$ cat src/design/assert_macros.svh
// ---------------------------------------------------------------------------
// assert_macros.svh
// Shared assertion macros for the scaler address generator.
// ---------------------------------------------------------------------------
`ifndef ASSERT_MACROS_SVH
`define ASSERT_MACROS_SVH

// Property checked at every clock edge outside reset.
`define NNSA_ASSERT(lbl, prop) \
  lbl: assert property (@(posedge clk) disable iff (!rst_n) prop) \
    else $error("assertion failed");

// Condition in one cycle implies a consequence in the next.
`define NNSA_ASSERT_NEXT(lbl, ante, cons) \
  lbl: assert property (@(posedge clk) disable iff (!rst_n) (ante) |=> (cons)) \
    else $error("assertion failed");

`endif

$ cat src/design/nnsa_pkg.sv
// ---------------------------------------------------------------------------
// nnsa_pkg
// Types, codes and helpers shared by the scaler address generator.
// ---------------------------------------------------------------------------
package nnsa_pkg;

  localparam int MAX_DIM = 4096;
  localparam int DIM_W   = 12;
  localparam int PROD_W  = 24;

  // register indexes
  localparam logic [2:0] REG_HOST_W = 3'd0;
  localparam logic [2:0] REG_HOST_H = 3'd1;
  localparam logic [2:0] REG_EMU_W  = 3'd2;
  localparam logic [2:0] REG_EMU_H  = 3'd3;
  localparam logic [2:0] REG_ASP_W  = 3'd4;
  localparam logic [2:0] REG_ASP_H  = 3'd5;
  localparam logic [2:0] REG_MODE   = 3'd6;
  localparam logic [2:0] REG_PITCH  = 3'd7;

  // stretch modes
  localparam logic [1:0] MODE_INT  = 2'd0;
  localparam logic [1:0] MODE_EMU  = 2'd1;
  localparam logic [1:0] MODE_ASP  = 2'd2;
  localparam logic [1:0] MODE_FILL = 2'd3;

  typedef enum logic [4:0] {
    OP_NONE,
    OP_SCALE0,
    OP_MUL_FW,
    OP_CHK_FW,
    OP_MUL_FH,
    OP_HOST,
    OP_FIN,
    OP_CLR,
    OP_WRAP,
    OP_MUL_X,
    OP_MUL_Y,
    OP_ADDR,
    OP_PUT,
    OP_DIV_GO,
    OP_DIV_DONE
  } op_t;

  typedef enum logic [2:0] {
    TGT_KX,
    TGT_KY,
    TGT_FW,
    TGT_FH,
    TGT_X,
    TGT_Y
  } tgt_t;

  typedef struct packed {
    op_t  op;
    tgt_t tgt;
  } cmd_t;

  typedef struct packed {
    logic [1:0] mode;
    logic       w_gt_host;
    logic       drawn_zero;
    logic       div_done;
    logic       out_free;
  } sts_t;

  // zero divisor acts as one
  function automatic logic [DIM_W-1:0] nz(input logic [DIM_W-1:0] v);
    return (v == '0) ? DIM_W'(1) : v;
  endfunction

  // clamp a drawn dimension to the host size and the dimension limit
  function automatic logic [DIM_W-1:0] sat_dim(input logic [PROD_W-1:0] v,
                                               input logic [DIM_W-1:0]  host);
    logic [PROD_W-1:0] t;
    t = v;
    if (t > {{(PROD_W-DIM_W){1'b0}}, host}) t = {{(PROD_W-DIM_W){1'b0}}, host};
    if (t > PROD_W'(MAX_DIM - 1)) t = PROD_W'(MAX_DIM - 1);
    return t[DIM_W-1:0];
  endfunction

endpackage

$ cat src/design/nnsa_div.sv
// ---------------------------------------------------------------------------
// nnsa_div
// Restoring divider, 24-bit dividend by 12-bit divisor, one bit per cycle.
// ---------------------------------------------------------------------------
`include "assert_macros.svh"

module nnsa_div (
  input  logic        clk,
  input  logic        rst_n,
  input  logic        start,
  input  logic [23:0] dvd,
  input  logic [11:0] dvs,
  output logic [23:0] quo,
  output logic        done
);
  import nnsa_pkg::*;

  logic        busy_r, busy_nxt;
  logic        done_r, done_nxt;
  logic [4:0]  cnt_r, cnt_nxt;
  logic [11:0] rem_r, rem_nxt;
  logic [23:0] q_r, q_nxt;
  logic [11:0] dvs_r, dvs_nxt;
  logic [12:0] trial;

  always_comb begin
    busy_nxt = busy_r;
    done_nxt = 1'b0;
    cnt_nxt  = cnt_r;
    rem_nxt  = rem_r;
    q_nxt    = q_r;
    dvs_nxt  = dvs_r;
    trial    = {rem_r, q_r[23]};
    if (start) begin
      busy_nxt = 1'b1;
      cnt_nxt  = 5'd23;
      rem_nxt  = '0;
      q_nxt    = dvd;
      dvs_nxt  = dvs;
    end else if (busy_r) begin
      if (trial >= {1'b0, dvs_r}) begin
        rem_nxt = 12'(trial - {1'b0, dvs_r});
        q_nxt   = {q_r[22:0], 1'b1};
      end else begin
        rem_nxt = trial[11:0];
        q_nxt   = {q_r[22:0], 1'b0};
      end
      cnt_nxt = cnt_r - 5'd1;
      if (cnt_r == '0) begin
        busy_nxt = 1'b0;
        done_nxt = 1'b1;
      end
    end
  end

  always_ff @(posedge clk) begin
    if (!rst_n) begin
      busy_r <= 1'b0;
      done_r <= 1'b0;
    end else begin
      busy_r <= busy_nxt;
      done_r <= done_nxt;
    end
    cnt_r <= cnt_nxt;
    rem_r <= rem_nxt;
    q_r   <= q_nxt;
    dvs_r <= dvs_nxt;
  end

  assign quo  = q_r;
  assign done = done_r;

  `NNSA_ASSERT(a_dvs_nz, busy_r |-> (dvs_r != '0))
  `NNSA_ASSERT_NEXT(a_done_after_busy, done_r, !busy_r)

endmodule

$ cat src/design/nnsa_dp.sv
// ---------------------------------------------------------------------------
// nnsa_dp
// Datapath: config registers, frame geometry, counters, shared multiplier
// and divider, output register.
// ---------------------------------------------------------------------------
`include "assert_macros.svh"

module nnsa_dp (
  input  logic               clk,
  input  logic               rst_n,
  input  nnsa_pkg::cmd_t     cmd,
  output nnsa_pkg::sts_t     sts,
  input  logic               cfg_valid,
  output logic               cfg_ready,
  input  logic [2:0]         cfg_index,
  input  logic [12:0]        cfg_data,
  output logic               out_tvalid,
  input  logic               out_tready,
  output logic [79:0]        out_tdata,
  output logic               out_tuser,
  output logic               out_tlast
);
  import nnsa_pkg::*;

  // config
  logic [11:0] hw_r, hh_r, ew_r, eh_r, aw_r, ah_r;
  logic [1:0]  mode_r;
  logic [12:0] pitch_r;

  // geometry and walk
  logic [11:0] kx_r, kx_nxt, ky_r, ky_nxt;
  logic [23:0] w_r, w_nxt, h_r, h_nxt;
  logic [11:0] dw_r, dw_nxt, dh_r, dh_nxt, ox_r, ox_nxt, oy_r, oy_nxt;
  logic [11:0] col_r, col_nxt, row_r, row_nxt;
  logic [11:0] sx_r, sx_nxt, sy_r, sy_nxt;
  logic [23:0] prod_r, prod_nxt, psrc_r, psrc_nxt;
  logic [24:0] pdst_r, pdst_nxt;

  // output
  logic        ov_r, ov_nxt;
  logic [11:0] osx_r, osx_nxt, osy_r, osy_nxt;
  logic [23:0] osrc_r, osrc_nxt;
  logic [24:0] odst_r, odst_nxt;
  logic        ole_r, ole_nxt, ofe_r, ofe_nxt;

  logic [11:0] rw, rh, mul_a, mul_b, k, sdw, sdh;
  logic [23:0] dvd, quo;
  logic [11:0] dvs;
  logic        div_done, le, fe, out_free;

  assign cfg_ready = 1'b1;

  always_ff @(posedge clk) begin
    if (!rst_n) begin
      hw_r    <= 12'd640;
      hh_r    <= 12'd480;
      ew_r    <= 12'd640;
      eh_r    <= 12'd400;
      aw_r    <= 12'd4;
      ah_r    <= 12'd3;
      mode_r  <= MODE_INT;
      pitch_r <= 13'd640;
    end else if (cfg_valid) begin
      unique case (cfg_index)
        REG_HOST_W: hw_r    <= cfg_data[11:0];
        REG_HOST_H: hh_r    <= cfg_data[11:0];
        REG_EMU_W:  ew_r    <= cfg_data[11:0];
        REG_EMU_H:  eh_r    <= cfg_data[11:0];
        REG_ASP_W:  aw_r    <= cfg_data[11:0];
        REG_ASP_H:  ah_r    <= cfg_data[11:0];
        REG_MODE:   mode_r  <= cfg_data[1:0];
        REG_PITCH:  pitch_r <= cfg_data;
        default: ;
      endcase
    end
  end

  assign rw = (mode_r == MODE_EMU) ? nz(ew_r) : nz(aw_r);
  assign rh = (mode_r == MODE_EMU) ? nz(eh_r) : nz(ah_r);
  assign k  = (kx_r < ky_r) ? ((kx_r <= 12'd1) ? 12'd1 : kx_r)
                            : ((ky_r <= 12'd1) ? 12'd1 : ky_r);
  assign sdw = sat_dim(w_r, hw_r);
  assign sdh = sat_dim(h_r, hh_r);
  assign le  = (col_r == dw_r - 12'd1);
  assign fe  = le && (row_r == dh_r - 12'd1);
  assign out_free = !ov_r || out_tready;

  // shared multiplier operands
  always_comb begin
    case (cmd.op)
      OP_MUL_FW: begin mul_a = hh_r;  mul_b = rw;   end
      OP_MUL_FH: begin mul_a = hw_r;  mul_b = rh;   end
      OP_MUL_X:  begin mul_a = col_r; mul_b = ew_r; end
      default:   begin mul_a = row_r; mul_b = eh_r; end
    endcase
  end

  // divider operands
  always_comb begin
    case (cmd.tgt)
      TGT_KX: begin dvd = {12'd0, hw_r}; dvs = nz(ew_r); end
      TGT_KY: begin dvd = {12'd0, hh_r}; dvs = nz(eh_r); end
      TGT_FW: begin dvd = prod_r;        dvs = rh;       end
      TGT_FH: begin dvd = prod_r;        dvs = rw;       end
      TGT_X:  begin dvd = prod_r;        dvs = dw_r;     end
      default: begin dvd = prod_r;       dvs = dh_r;     end
    endcase
  end

  nnsa_div u_div (
    .clk   (clk),
    .rst_n (rst_n),
    .start (cmd.op == OP_DIV_GO),
    .dvd   (dvd),
    .dvs   (dvs),
    .quo   (quo),
    .done  (div_done)
  );

  always_comb begin
    kx_nxt = kx_r;   ky_nxt = ky_r;   w_nxt = w_r;     h_nxt = h_r;
    dw_nxt = dw_r;   dh_nxt = dh_r;   ox_nxt = ox_r;   oy_nxt = oy_r;
    col_nxt = col_r; row_nxt = row_r; sx_nxt = sx_r;   sy_nxt = sy_r;
    prod_nxt = prod_r; psrc_nxt = psrc_r; pdst_nxt = pdst_r;
    ov_nxt = ov_r && !out_tready;
    osx_nxt = osx_r; osy_nxt = osy_r; osrc_nxt = osrc_r; odst_nxt = odst_r;
    ole_nxt = ole_r; ofe_nxt = ofe_r;
    case (cmd.op)
      OP_SCALE0: begin
        w_nxt = {12'd0, ew_r} * {12'd0, k};
        h_nxt = {12'd0, eh_r} * {12'd0, k};
      end
      OP_MUL_FW, OP_MUL_FH, OP_MUL_X, OP_MUL_Y:
        prod_nxt = {12'd0, mul_a} * {12'd0, mul_b};
      OP_CHK_FW: begin
        if (sts.w_gt_host) w_nxt = {12'd0, hw_r};
        else               h_nxt = {12'd0, hh_r};
      end
      OP_HOST: begin
        w_nxt = {12'd0, hw_r};
        h_nxt = {12'd0, hh_r};
      end
      OP_FIN: begin
        dw_nxt  = sdw;
        dh_nxt  = sdh;
        ox_nxt  = (hw_r - sdw) >> 1;
        oy_nxt  = (hh_r - sdh) >> 1;
        col_nxt = '0;
        row_nxt = '0;
      end
      OP_CLR: begin
        col_nxt = '0;
        row_nxt = '0;
      end
      OP_WRAP: begin
        if (col_r >= dw_r) col_nxt = '0;
        if (row_r >= dh_r) row_nxt = '0;
      end
      OP_ADDR: begin
        psrc_nxt = {12'd0, sy_r} * {12'd0, ew_r};
        pdst_nxt = 25'(({1'b0, oy_r} + {1'b0, row_r}) * pitch_r);
      end
      OP_PUT: begin
        ov_nxt   = 1'b1;
        osx_nxt  = sx_r;
        osy_nxt  = sy_r;
        osrc_nxt = psrc_r + {12'd0, sx_r};
        odst_nxt = pdst_r + {13'd0, ox_r} + {13'd0, col_r};
        ole_nxt  = le;
        ofe_nxt  = fe;
        if (le) begin
          col_nxt = '0;
          row_nxt = fe ? '0 : row_r + 12'd1;
        end else begin
          col_nxt = col_r + 12'd1;
        end
      end
      OP_DIV_DONE: begin
        case (cmd.tgt)
          TGT_KX:  kx_nxt = quo[11:0];
          TGT_KY:  ky_nxt = quo[11:0];
          TGT_FW:  w_nxt  = quo;
          TGT_FH:  h_nxt  = quo;
          TGT_X:   sx_nxt = quo[11:0];
          default: sy_nxt = quo[11:0];
        endcase
      end
      default: ;
    endcase
  end

  always_ff @(posedge clk) begin
    if (!rst_n) begin
      dw_r  <= '0;
      dh_r  <= '0;
      ox_r  <= '0;
      oy_r  <= '0;
      col_r <= '0;
      row_r <= '0;
      ov_r  <= 1'b0;
    end else begin
      dw_r  <= dw_nxt;
      dh_r  <= dh_nxt;
      ox_r  <= ox_nxt;
      oy_r  <= oy_nxt;
      col_r <= col_nxt;
      row_r <= row_nxt;
      ov_r  <= ov_nxt;
    end
    kx_r   <= kx_nxt;
    ky_r   <= ky_nxt;
    w_r    <= w_nxt;
    h_r    <= h_nxt;
    sx_r   <= sx_nxt;
    sy_r   <= sy_nxt;
    prod_r <= prod_nxt;
    psrc_r <= psrc_nxt;
    pdst_r <= pdst_nxt;
    osx_r  <= osx_nxt;
    osy_r  <= osy_nxt;
    osrc_r <= osrc_nxt;
    odst_r <= odst_nxt;
    ole_r  <= ole_nxt;
    ofe_r  <= ofe_nxt;
  end

  assign sts.mode       = mode_r;
  assign sts.w_gt_host  = (w_r > {12'd0, hw_r});
  assign sts.drawn_zero = (dw_r == '0) || (dh_r == '0);
  assign sts.div_done   = div_done;
  assign sts.out_free   = out_free;

  assign out_tvalid = ov_r;
  assign out_tdata  = {7'd0, odst_r, osrc_r, osy_r, osx_r};
  assign out_tuser  = ole_r;
  assign out_tlast  = ofe_r;

  `NNSA_ASSERT(a_put_free, (cmd.op == OP_PUT) |-> out_free)
  `NNSA_ASSERT(a_walk_zero, sts.drawn_zero |-> (cmd.op != OP_PUT))

endmodule

$ cat src/design/nnsa_ctrl.sv
// ---------------------------------------------------------------------------
// nnsa_ctrl
// Sequencer: restart geometry, per-pixel divide steps, output hand-off.
// ---------------------------------------------------------------------------
`include "assert_macros.svh"

module nnsa_ctrl (
  input  logic           clk,
  input  logic           rst_n,
  input  logic           in_tvalid,
  output logic           in_tready,
  input  logic           in_restart,
  input  nnsa_pkg::sts_t sts,
  output nnsa_pkg::cmd_t cmd
);
  import nnsa_pkg::*;

  typedef enum logic [13:0] {
    S_IDLE   = 14'b00000000000001,
    S_RC     = 14'b00000000000010,
    S_RC_KY  = 14'b00000000000100,
    S_SCALE0 = 14'b00000000001000,
    S_CHK    = 14'b00000000010000,
    S_MULH   = 14'b00000000100000,
    S_FIN    = 14'b00000001000000,
    S_PIX    = 14'b00000010000000,
    S_MULX   = 14'b00000100000000,
    S_MULY   = 14'b00001000000000,
    S_ADDR   = 14'b00010000000000,
    S_PUT    = 14'b00100000000000,
    S_DGO    = 14'b01000000000000,
    S_DWAIT  = 14'b10000000000000
  } state_t;

  state_t state_r, state_nxt, ret_r, ret_nxt;
  tgt_t   tgt_r, tgt_nxt;

  assign in_tready = (state_r == S_IDLE);

  always_comb begin
    state_nxt = state_r;
    ret_nxt   = ret_r;
    tgt_nxt   = tgt_r;
    cmd.op    = OP_NONE;
    cmd.tgt   = tgt_r;
    unique case (state_r)
      S_IDLE: begin
        if (in_tvalid) state_nxt = in_restart ? S_RC : S_PIX;
      end
      S_RC: begin
        unique case (sts.mode) inside
          MODE_INT: begin
            tgt_nxt   = TGT_KX;
            ret_nxt   = S_RC_KY;
            state_nxt = S_DGO;
          end
          MODE_EMU, MODE_ASP: begin
            cmd.op    = OP_MUL_FW;
            tgt_nxt   = TGT_FW;
            ret_nxt   = S_CHK;
            state_nxt = S_DGO;
          end
          default: begin
            cmd.op    = OP_HOST;
            state_nxt = S_FIN;
          end
        endcase
      end
      S_RC_KY: begin
        tgt_nxt   = TGT_KY;
        ret_nxt   = S_SCALE0;
        state_nxt = S_DGO;
      end
      S_SCALE0: begin
        cmd.op    = OP_SCALE0;
        state_nxt = S_FIN;
      end
      S_CHK: begin
        cmd.op    = OP_CHK_FW;
        state_nxt = sts.w_gt_host ? S_MULH : S_FIN;
      end
      S_MULH: begin
        cmd.op    = OP_MUL_FH;
        tgt_nxt   = TGT_FH;
        ret_nxt   = S_FIN;
        state_nxt = S_DGO;
      end
      S_FIN: begin
        cmd.op    = OP_FIN;
        state_nxt = S_PIX;
      end
      S_PIX: begin
        if (sts.drawn_zero) begin
          cmd.op    = OP_CLR;
          state_nxt = S_IDLE;
        end else begin
          cmd.op    = OP_WRAP;
          state_nxt = S_MULX;
        end
      end
      S_MULX: begin
        cmd.op    = OP_MUL_X;
        tgt_nxt   = TGT_X;
        ret_nxt   = S_MULY;
        state_nxt = S_DGO;
      end
      S_MULY: begin
        cmd.op    = OP_MUL_Y;
        tgt_nxt   = TGT_Y;
        ret_nxt   = S_ADDR;
        state_nxt = S_DGO;
      end
      S_ADDR: begin
        cmd.op    = OP_ADDR;
        state_nxt = S_PUT;
      end
      S_PUT: begin
        if (sts.out_free) begin
          cmd.op    = OP_PUT;
          state_nxt = S_IDLE;
        end
      end
      S_DGO: begin
        cmd.op    = OP_DIV_GO;
        state_nxt = S_DWAIT;
      end
      S_DWAIT: begin
        if (sts.div_done) begin
          cmd.op    = OP_DIV_DONE;
          state_nxt = ret_r;
        end
      end
      default: state_nxt = S_IDLE;
    endcase
  end

  always_ff @(posedge clk) begin
    if (!rst_n) begin
      state_r <= S_IDLE;
      ret_r   <= S_IDLE;
      tgt_r   <= TGT_KX;
    end else begin
      state_r <= state_nxt;
      ret_r   <= ret_nxt;
      tgt_r   <= tgt_nxt;
    end
  end

  `NNSA_ASSERT(a_done_in_wait, sts.div_done |-> (state_r == S_DWAIT))
  `NNSA_ASSERT_NEXT(a_go_wait, state_r == S_DGO, state_r == S_DWAIT)

endmodule

$ cat src/design/nearest_neighbor_scaler_addresses.sv
// Sequence: a plain step runs the wrap, x multiply, x divide, y multiply, y divide,
// address and put states before the result lands in the output register; a restart
// step first runs its geometry steps. Throughput: one request at a time, taken
// only once the last result is put; the bit-serial divider is used twice per pixel.
// Reset: rst_n synchronous, active low; registers take their documented
// defaults, drawn size and counters clear, so steps give no result until restart.
// ---------------------------------------------------------------------------
// nearest_neighbor_scaler_addresses
// Nearest-neighbor scaler address generator: sequencer plus datapath.
// ---------------------------------------------------------------------------
module nearest_neighbor_scaler_addresses (
  input  logic        clk,
  input  logic        rst_n,
  // config write channel
  input  logic        cfg_valid,
  output logic        cfg_ready,
  input  logic [2:0]  cfg_index,
  input  logic [12:0] cfg_data,
  // input requests
  input  logic        in_tvalid,
  output logic        in_tready,
  input  logic [7:0]  in_tdata,   // [0] restart, [7:1] zero
  // results
  output logic        out_tvalid,
  input  logic        out_tready,
  output logic [79:0] out_tdata,  // [11:0] src_x, [23:12] src_y,
                                  // [47:24] src_addr, [72:48] dst_addr, [79:73] zero
  output logic        out_tuser,  // [0] line_end
  output logic        out_tlast   // frame_end
);
  import nnsa_pkg::*;

  cmd_t cmd;
  sts_t sts;

  // sequencer: walks restart geometry and the per-pixel divide/multiply steps
  nnsa_ctrl u_ctrl (
    .clk        (clk),
    .rst_n      (rst_n),
    .in_tvalid  (in_tvalid),
    .in_tready  (in_tready),
    .in_restart (in_tdata[0]),
    .sts        (sts),
    .cmd        (cmd)
  );

  // datapath: registers, geometry, counters, shared mul/div, output stage
  nnsa_dp u_dp (
    .clk        (clk),
    .rst_n      (rst_n),
    .cmd        (cmd),
    .sts        (sts),
    .cfg_valid  (cfg_valid),
    .cfg_ready  (cfg_ready),
    .cfg_index  (cfg_index),
    .cfg_data   (cfg_data),
    .out_tvalid (out_tvalid),
    .out_tready (out_tready),
    .out_tdata  (out_tdata),
    .out_tuser  (out_tuser),
    .out_tlast  (out_tlast)
  );

endmodule

$ cat config.mk
export PLATFORM = sky130hd
export DESIGN_NAME = nearest_neighbor_scaler_addresses
export DESIGN_NICKNAME = d
export VERILOG_FILES = /design/src/design/nnsa_pkg.sv /design/src/design/nnsa_div.sv /design/src/design/nnsa_dp.sv /design/src/design/nnsa_ctrl.sv /design/src/design/nearest_neighbor_scaler_addresses.sv
export VERILOG_INCLUDE_DIRS = /design/src /design/src/design
export SDC_FILE = /design/constraint.sdc
export NUM_CORES = 2
export LEC_CHECK = 0
export CAP_MARGIN = 20
export CORE_MARGIN = 3
export CORE_UTILIZATION = 63
export CTS_BUF_LIST = sky130_fd_sc_hd__clkbuf_2
export DETAILED_ROUTE_END_ITERATION = 10
export DONT_BUFFER_PORTS = 1
export PLACE_DENSITY = 0.85
export SLEW_MARGIN = 20
export SYNTH_ARGS = -nofsm -noshare
export SYNTH_HDL_FRONTEND = slang
export SYNTH_SLANG_ARGS = --single-unit
$ cat constraint.sdc
create_clock -name clk -period 38.7 [get_ports clk]
set_input_delay 0 -clock clk [delete_from_list [all_inputs] [get_ports clk]]
set_output_delay 0 -clock clk [all_outputs]
set_load 0.02 [all_outputs]
==> impl_metrics.ini <==
[cells_and_area]
fill_cells = 5746
layout-drive-gt1-share_pct = 6.28
multi_input_area_sq_um = 32600
nNetsFinal = 6472
seqCellArea_sq_um = 12400
areaGrowthSynthToFinish_pct = 6.28
fin_area_sq_um = 51900

[yosys]
syn_avg_cell_area_sq_um = 9.00
synth_seq_cells = 481
syn_area_sq_um = 48900
synth_edf_count = 280
synth.distinct_cells = 75
ys.warnings.count = 0
syn_inst = 5428
synth-async-reset-ratio_pct = 0
ys_seq_area_share_pct = 25.4
synthFlopType = edfxtp_1

[sta]
tightest_slew_ns = 1.15
fin_crit_ns = 9.50
fin_skew_ns = 0.115
setup_viol = 0
slew_headroom_pct = 22.7
period_share_pct = 24.5
rsz0062_at_grt = no
hold_viol = 0
fmax_ghz = 0.105
slew_viol_final = 0
setup_tns_ns = 0

[worst_setup_path]
slowest_stage = a21oi_1
startpoint_type = flop
cpPeakStageDelay_ns = 0.84
path_max_fanout = 24
endpoint_kind = flop
critical_path.most_common_cell = fa_1
cp.arrival_ns = 10.54
worstSetupPathType = flop to flop
cp_data_required_time_ns = 39.74

[grt]
grt_pass1_wl_um = 222000
grt-ovfl-total = 0
grt_use_total_pct = 34.9
grt_max_degree = 100
antenna_found_initial = 10
grt_pass1_vias = 41700

[placed_design]
routabilityCongestion = 1.04
hpwl_um = 104000
portBuffers = 0
place_area_sq_um = 49700

[die]
fp.dieW_um = 285
fp.dieArea_sq_um = 81000
die_y_um = 285
start_util_pct = 63.9
io-pin-count = 114
row_count = 101
core-area_sq_um = 76500

[route]
route.antenna.remaining_nets = 0
wire_per_inst_um = 21.2
viasPerCell = 6.11
firstDrtPassIters = 8
drt_iter0_markers = 4155
drc = 0
drt_wl_total_um = 140000
vias = 40300

[clock_network]
cts_setup_buffers = 0
clk-insertion-delay-late_ns = 1.39
cts_sinks = 481
clockRootBuffer = clkbuf_2
clk_path_buf_depth = 3
h-tree-depth = 4
cts_tree = yes
clk_pin_slew_ns = 0.11
cts_buffers = 130

[pwr]
swShare_pct = 31.5
p_per_area_nw_per_um2 = 22.8
netSwitchingPower_w = 0.000373
power.internal_w = 0.000811
p_total_w = 0.00118
p_seq_share_pct = 47.5
ir_worst_vdd_mv = 0.0257
clkPwrFrac_pct = 35.0
pwr-share-comb_pct = 17.5
total_leakage_power_nw = 23.9

[run_status]
status = complete, no violations

[min_path]
min_path_type = input pin to flop

[flow_run]
drv_cap = 0
## power by group through the flow
stage	clock network, W	registers [W]	logic, W
after floorplan	0	0.000567	0.000151
after global placement	0	0.000572	0.000183
after detailed placement	0	0.000572	0.000192
after CTS	0.000417	0.000561	0.000204
after global routing	0.000444	0.000562	0.000232
final	0.000414	0.000562	0.000207
## per-layer routing
metal	GRT usage [%]	share of wire, %
met5	0	0.0093
met3	8.16	11
met4	21.2	6.5
met2	56.9	47
met1	42.2	36
## state kept, by name, indices dropped and copies added, names as in the netlist, 24 cells and up
signal / flops
u_dp.psrc_r: 24
u_dp.h_r: 24
u_dp.odst_r: 25
u_dp.w_r: 24
u_dp.pdst_r: 25
u_dp.osrc_r: 24
u_dp.u_div.quo: 24
u_dp.prod_r: 24
## worst paths after layout
kind / startpoint / end / slack, ns / cells past startpoint
worst min register to register: u_ctrl.ret_r[10] / u_ctrl.ret_r[10] / 0.46 / 2
worst max-delay path: u_dp.ky_r[1] / u_dp.w_r[23] / 29.20 / 28
worst min-delay path: in_tvalid / u_ctrl.state_r[6] / 0.18 / 5
worst max register to register: u_dp.ky_r[1] / u_dp.w_r[23] / 29.20 / 28
## logic make-up (layout without fill, tap and decap cells)
kind of cell | after synthesis | in the layout | share of synthesized area, %
buf+inv | 1032 | 1156 | 8.05
xor+xnor | 206 | 206 | 3.69
other cells | 2 | 14 | 0.0154
compound gates | 808 | 808 | 10.4
simple gates | 1835 | 1835 | 17.3
fa+ha+maj | 989 | 989 | 33.6
mux | 75 | 75 | 1.60
flops | 481 | 481 | 25.4
## area by class of cell
cell class,count,area share (%)
antenna,6,0.0289
clock buffer,189,1.82
clock inverter,47,0.720
inverter,766,5.54
multi-input combinational,3921,62.8
sequential,481,23.9
tap,1030,2.48
timing repair buffer,154,2.70
## placed cells by master (no fill, tap or decap), types with 14 or more instances in the layout
master	n
a211o_1	14
a211oi_1	34
a21boi_0	15
a21o_1	60
a21oi_1	283
a221oi_1	16
a22oi_1	40
a31oi_1	17
and2_1	228
and3_1	44
buf_4	64
clkbuf_2	189
clkinv_1	22
dfxtp_1	201
dlygate4sd3_1	88
edfxtp_1	280
fa_1	537
ha_1	452
inv_1	764
mux2_2	26
mux2i_1	49
nand2_1	874
nand2b_1	44
nand3_1	98
nand4_1	15
nor2_1	301
nor2b_1	48
nor3_1	61
nor4_1	37
o211ai_1	16
o21a_1	17
o21ai_0	154
o21bai_1	30
or3_1	18
xnor2_1	150
xor2_1	54
## stage by stage
step                      cells  utilization [%]  hold WS [ns]  setup WS (ns)
after floorplan            5434                -         0.124          24.06
after global placement     6261             64.9        0.0777          29.48
after detailed placement   6262             65.0        0.0807          29.33
after CTS                  6588             67.9        0.0526          29.29
after global routing       6590             67.9         0.162          28.73
final                      6594             67.9         0.181          29.20
## repair_timing
action                    CTS  global route
hold buffers               90             0
hold endpoints to repair  210             0
gates resized for setup     0             0
## synthesized netlist by cell type, types with 13 or more instances
master	n	area (sq um)
and3_1	45	282
fa_1	537	10800
dfxtp_1	201	4020
o21a_1	17	128
nor2_1	303	1140
and2_1	228	1430
nand3b_1	13	97.6
a31oi_1	19	119
nor4_1	38	238
a22oi_1	40	300
nand4_1	15	93.8
edfxtp_1	280	8410
mux2_2	26	293
or3_1	18	113
a211o_1	14	123
o21ai_0	154	771
mux2i_1	49	490
nand2_1	874	3280
a21oi_1	285	1430
a21o_1	60	450
xnor2_1	152	1330
a211oi_1	36	270
buf_2	16	80.1
o211ai_1	16	120
o21bai_1	30	225
a221oi_1	16	140
clkbuf_1	228	856
nand2b_1	45	282
xor2_1	54	473
nor3_1	63	315
inv_1	765	2870
nor2b_1	48	300
nand3_1	98	490
ha_1	452	5660
a21boi_0	15	113
## critical path, delay by kind of cell, from the launching register on
kind            cells  cell delay [ns]
fa+ha+maj           7             2.90
flops               1             0.43
compound gates     14             3.99
xor+xnor            1             0.18
buf+inv             2             0.14
mux                 1             0.77
simple gates        3             0.77
(Power assumes the default switching activity.)
